[src/rtl/fct_pkg.sv]
// shared types and constants for the frustum cull test block
package fct_pkg;

  localparam int unsigned CoordW   = 16;
  localparam int unsigned RadiusW  = 15;
  localparam int unsigned ProdW    = 2 * CoordW;
  localparam int unsigned ThrW     = CoordW + 1;
  localparam int unsigned AlignSh  = 14;
  localparam int unsigned DistW    = ProdW + 3;
  localparam int unsigned NumPlanes = 6;
  localparam int unsigned CfgIdxW  = 3;
  localparam int unsigned CfgDataW = 64;
  localparam int unsigned InDataW  = 112;
  localparam int unsigned OutDataW = 8;

  typedef enum logic [1:0] {
    KindPoint  = 2'd0,
    KindBox    = 2'd1,
    KindSphere = 2'd2
  } kind_e;

  localparam logic [CfgIdxW-1:0] RegNear   = 3'd0;
  localparam logic [CfgIdxW-1:0] RegFar    = 3'd1;
  localparam logic [CfgIdxW-1:0] RegTop    = 3'd2;
  localparam logic [CfgIdxW-1:0] RegRight  = 3'd3;
  localparam logic [CfgIdxW-1:0] RegBottom = 3'd4;
  localparam logic [CfgIdxW-1:0] RegLeft   = 3'd5;

  typedef logic signed [CoordW-1:0] coord_t;

  typedef struct packed {
    coord_t offset;
    coord_t nz;
    coord_t ny;
    coord_t nx;
  } plane_t;

  typedef struct packed {
    coord_t z;
    coord_t y;
    coord_t x;
  } vec_t;

  typedef struct packed {
    logic is_box;
    logic is_sphere;
  } mode_t;

  typedef struct packed {
    logic                 pad;
    logic [RadiusW-1:0]   sphere_radius;
    coord_t               second_z;
    coord_t               second_y;
    coord_t               second_x;
    coord_t               first_z;
    coord_t               first_y;
    coord_t               first_x;
  } in_data_t;

endpackage

[src/rtl/fct_plane.sv]
// one frustum plane: product stage and distance compare
module fct_plane (
  input  logic                          clk_i,
  input  logic                          en_i,
  input  fct_pkg::mode_t                mode_i,
  input  fct_pkg::vec_t                 lo_i,
  input  fct_pkg::vec_t                 hi_i,
  input  logic [fct_pkg::RadiusW-1:0]   radius_i,
  input  fct_pkg::plane_t               plane_i,
  output logic                          reject_o
);
  import fct_pkg::*;

  // the smaller of low*n and high*n comes from min(low, high) when n >= 0
  function automatic coord_t pick(coord_t a, coord_t b, coord_t n, logic box);
    coord_t res;
    res = a;
    if (box) begin
      if (n[CoordW-1]) begin
        res = (a > b) ? a : b;
      end else begin
        res = (a < b) ? a : b;
      end
    end
    return res;
  endfunction

  coord_t sel_x, sel_y, sel_z;
  logic signed [ProdW-1:0] prod_x_d, prod_y_d, prod_z_d;
  logic signed [ProdW-1:0] prod_x_q, prod_y_q, prod_z_q;
  logic [RadiusW-1:0] rad_sel;
  logic signed [ThrW-1:0] thr_d, thr_q;
  logic signed [DistW-1:0] sum, thr_ext;

  assign sel_x = pick(lo_i.x, hi_i.x, plane_i.nx, mode_i.is_box);
  assign sel_y = pick(lo_i.y, hi_i.y, plane_i.ny, mode_i.is_box);
  assign sel_z = pick(lo_i.z, hi_i.z, plane_i.nz, mode_i.is_box);

  assign prod_x_d = ProdW'(sel_x) * ProdW'(plane_i.nx);
  assign prod_y_d = ProdW'(sel_y) * ProdW'(plane_i.ny);
  assign prod_z_d = ProdW'(sel_z) * ProdW'(plane_i.nz);

  assign rad_sel = mode_i.is_sphere ? radius_i : '0;
  assign thr_d   = $signed({plane_i.offset[CoordW-1], plane_i.offset})
                 + $signed({2'b00, rad_sel});

  always_ff @(posedge clk_i) begin
    if (en_i) begin
      prod_x_q <= prod_x_d;
      prod_y_q <= prod_y_d;
      prod_z_q <= prod_z_d;
      thr_q    <= thr_d;
    end
  end

  assign sum     = DistW'(prod_x_q) + DistW'(prod_y_q) + DistW'(prod_z_q);
  assign thr_ext = DistW'($signed({thr_q, {AlignSh{1'b0}}}));
  assign reject_o = (sum > thr_ext);

endmodule

[config.mk]
export PLATFORM = sky130hd
export DESIGN_NAME = fct_plane
export DESIGN_NICKNAME = d
export VERILOG_FILES = /design/src/rtl/fct_pkg.sv /design/src/rtl/fct_plane.sv
export SDC_FILE = /design/constraint.sdc
export NUM_CORES = 2
export LEC_CHECK = 0
export BUFFER_PORTS_ARGS = -buffer_cell sky130_fd_sc_hd__buf_4
export CORE_MARGIN = 2
export CORE_UTILIZATION = 50
export DETAILED_ROUTE_END_ITERATION = 16
export PLACE_DENSITY = 0.78
export REMOVE_ABC_BUFFERS = 1
export SYNTH_ARGS = -nofsm -noshare
export SYNTH_HDL_FRONTEND = slang
export SYNTH_SLANG_ARGS = --single-unit
[constraint.sdc]
create_clock -name clk_i -period 11.9 [get_ports clk_i]
set_input_delay 1.19 -clock clk_i [delete_from_list [all_inputs] [get_ports clk_i]]
set_output_delay 1.19 -clock clk_i [all_outputs]
set_load 0.02 [all_outputs]
==> results.md <==
- Largest net degree at the start of global routing: 85
- Mean Syn Cell Area: 9.017 um^2
- Area contributors post-synth: fa_1, ha_1, inv_1
- Seq/Total Area, Yosys: 0.07956
- Area of the core: 0.08488 mm^2
- Cell Area, Synth: 0.04265 mm^2
- Outcome: finished clean
- CTS clk-pin slew, worst paths: 60 ps
- Chip width: 296.1 um
- Slew Viols, Final: 0
- DR vias: 31600
- CTS Buf Count: 17
- Row count: 107
- Synth Register Bits: 113
- Synth area leader: fa_1
- Die footprint: 0.08765 mm^2
- CTS tree: done
- Met2 wire len: 49150 um
- Cells after Synth: 4730
- Syn-to-layout area delta: 5.777%
- Vias per cell: 5.365
- Metal3 WL: 5956 um
- Setup crit end kind: register
- Clk sink count: 113
- Top cell by count, worst path: fa_1
- Most common cell in the synthesized netlist: inv_1
- Port Buffer Count: 179
- Post-layout util: 0.5315
- Global-route wire length before repair: 168300 um
- Yosys top cell area share: 0.3849
- Arr. time, crit path: 10420 ps
- Die Y-Extent: 296.1 um
- Worst-Margin Slew: 820.3 ps
- Crit path kind: in2reg
- Fillers: 7635
- Ant diodes: 0
- Routability cong.: 0.9394
- CP max FO: 59
- RSZ-0062 raised after global routing: no
- Hold buffer count at CTS: 0
- Top_reg_cell synth: edfxtp_1
- CP max stage cell: o32ai_4
- Synth top cells by count: inv_1, fa_1, nand2_1
- Initial core utilization: 0.5025
- Post_cts resized: 0
- Cell variety after synth: 79
- Top Metal Used: met4
- Gr ovfl total: 0
- Clock Tree Buf Depth: 2
- Slew HR: 0.4474
- Total routed wirelength: 100800 um
- Initial DRC count: 2200
- DP HPWL: 83030 um
- YS warnings: 0
- # setup viols final: 0
- Met1 WL: 43020 um
- Fraction of layout cells with a size suffix above 1: 0.06765
- Worst Hold Class: in2reg
- Final Hold Viols: 0
- Ports: 180
- Tcrit/Tclk final: 0.8538
- GRT Util Overall: 0.2399
- Routed WL per cell: 17.11 um
- Final #Nets: 6093
- Antenna-violating nets left: 0
- Maxcap violations: 0
- Final min period: 10160 ps
- Vias in the first global route: 33170
- First-pass iteration count of the detailed router: 6
- Peak Freq: 98.43 MHz
- Startpoint types: primary input
- DRC viols: 0
- H-tree Lvls: 4
- Number of synthesized flops with an enable pin: 113
- Initial antenna violation count: 0
- Critical path's largest stage delay: 690 ps
- Critical Path RT: 12160 ps
- Setup bufs post-CTS: 0
- Async set-reset flop share out of synthesis: 0
- Root Buffer: clkbuf_16
[registers in the layout, summed over array words and instances (netlist names)]
register	flops
thr_q	17
prod_z_q	32
prod_x_q	32
prod_y_q	32
[logic make-up after synthesis]
kind of cell | count (synthesis) | synth area share
AO/OA/AOI/OAI | 413 | 0.06674
XOR/XNOR | 134 | 0.02752
adder cells (fa/ha/maj) | 1181 | 0.4908
buffers and inverters | 1234 | 0.1137
flip-flops | 113 | 0.07956
multiplexers | 282 | 0.07188
AND/OR/NAND/NOR | 1373 | 0.1498
[worst max-delay path: cells and delay by family]
family                   cells  cell delay, ps
buffers and inverters        7            1230
AO/OA/AOI/OAI                7            2380
multiplexers                 1             390
adder cells (fa/ha/maj)      8            3740
XOR/XNOR                     1             170
AND/OR/NAND/NOR              7            1270
[through the flow]
stage | TNS (ps) | hold slack, ps | setup WS [ps] | cells | cell area [um^2]
after CTS | 0 | 1100 | 1857 | 5889 | 45110
after global routing | 0 | 1112 | 1266 | 5889 | 45110
after detailed placement | 0 | 1518 | 1424 | 5858 | 44540
after global placement | 0 | 1513 | 1623 | 5858 | 44540
after floorplan | -76930 | 1303 | -3891 | 4524 | 41660
final | 0 | 1121 | 1740 | 5889 | 45110
[cell usage in the layout (no fill, tap or decap), types with 107 or more instances in the layout]
master       n
nand2_1    751
inv_1     1027
xnor2_1    107
edfxtp_1   113
buf_4      188
fa_1       820
mux2i_1    145
ha_1       361
and2_1     271
a21oi_1    107
[final cells by class]
| cell class | instances | area [um^2] | share of cell area |
|---|---|---|---|
| clock buffer | 18 | 429.2 | 0.009513 |
| clock inverter | 13 | 140.1 | 0.003106 |
| inverter | 1028 | 3859 | 0.08554 |
| multi-input combinational | 3383 | 34410 | 0.7627 |
| sequential | 113 | 3393 | 0.07522 |
| tap | 1144 | 1431 | 0.03173 |
| timing repair buffer | 190 | 1451 | 0.03217 |
[final timing paths]
kind                  cells after the start  slack [ps]         from            to
worst max-delay path                     31        1740     lo_i[31]  prod_y_q[30]
worst min-delay path                      2        1120  plane_i[48]      thr_q[0]
[metal layers]
layer	vias up	track usage
met2	1002	0.4068
met5	-	0
met3	171	0.02661
met1	15860	0.3270
li1	14560	-
met4	0	0.06553
Power is not shown: default switching activity piles up to over one toggle a cycle in this logic, so the estimate is an artifact.
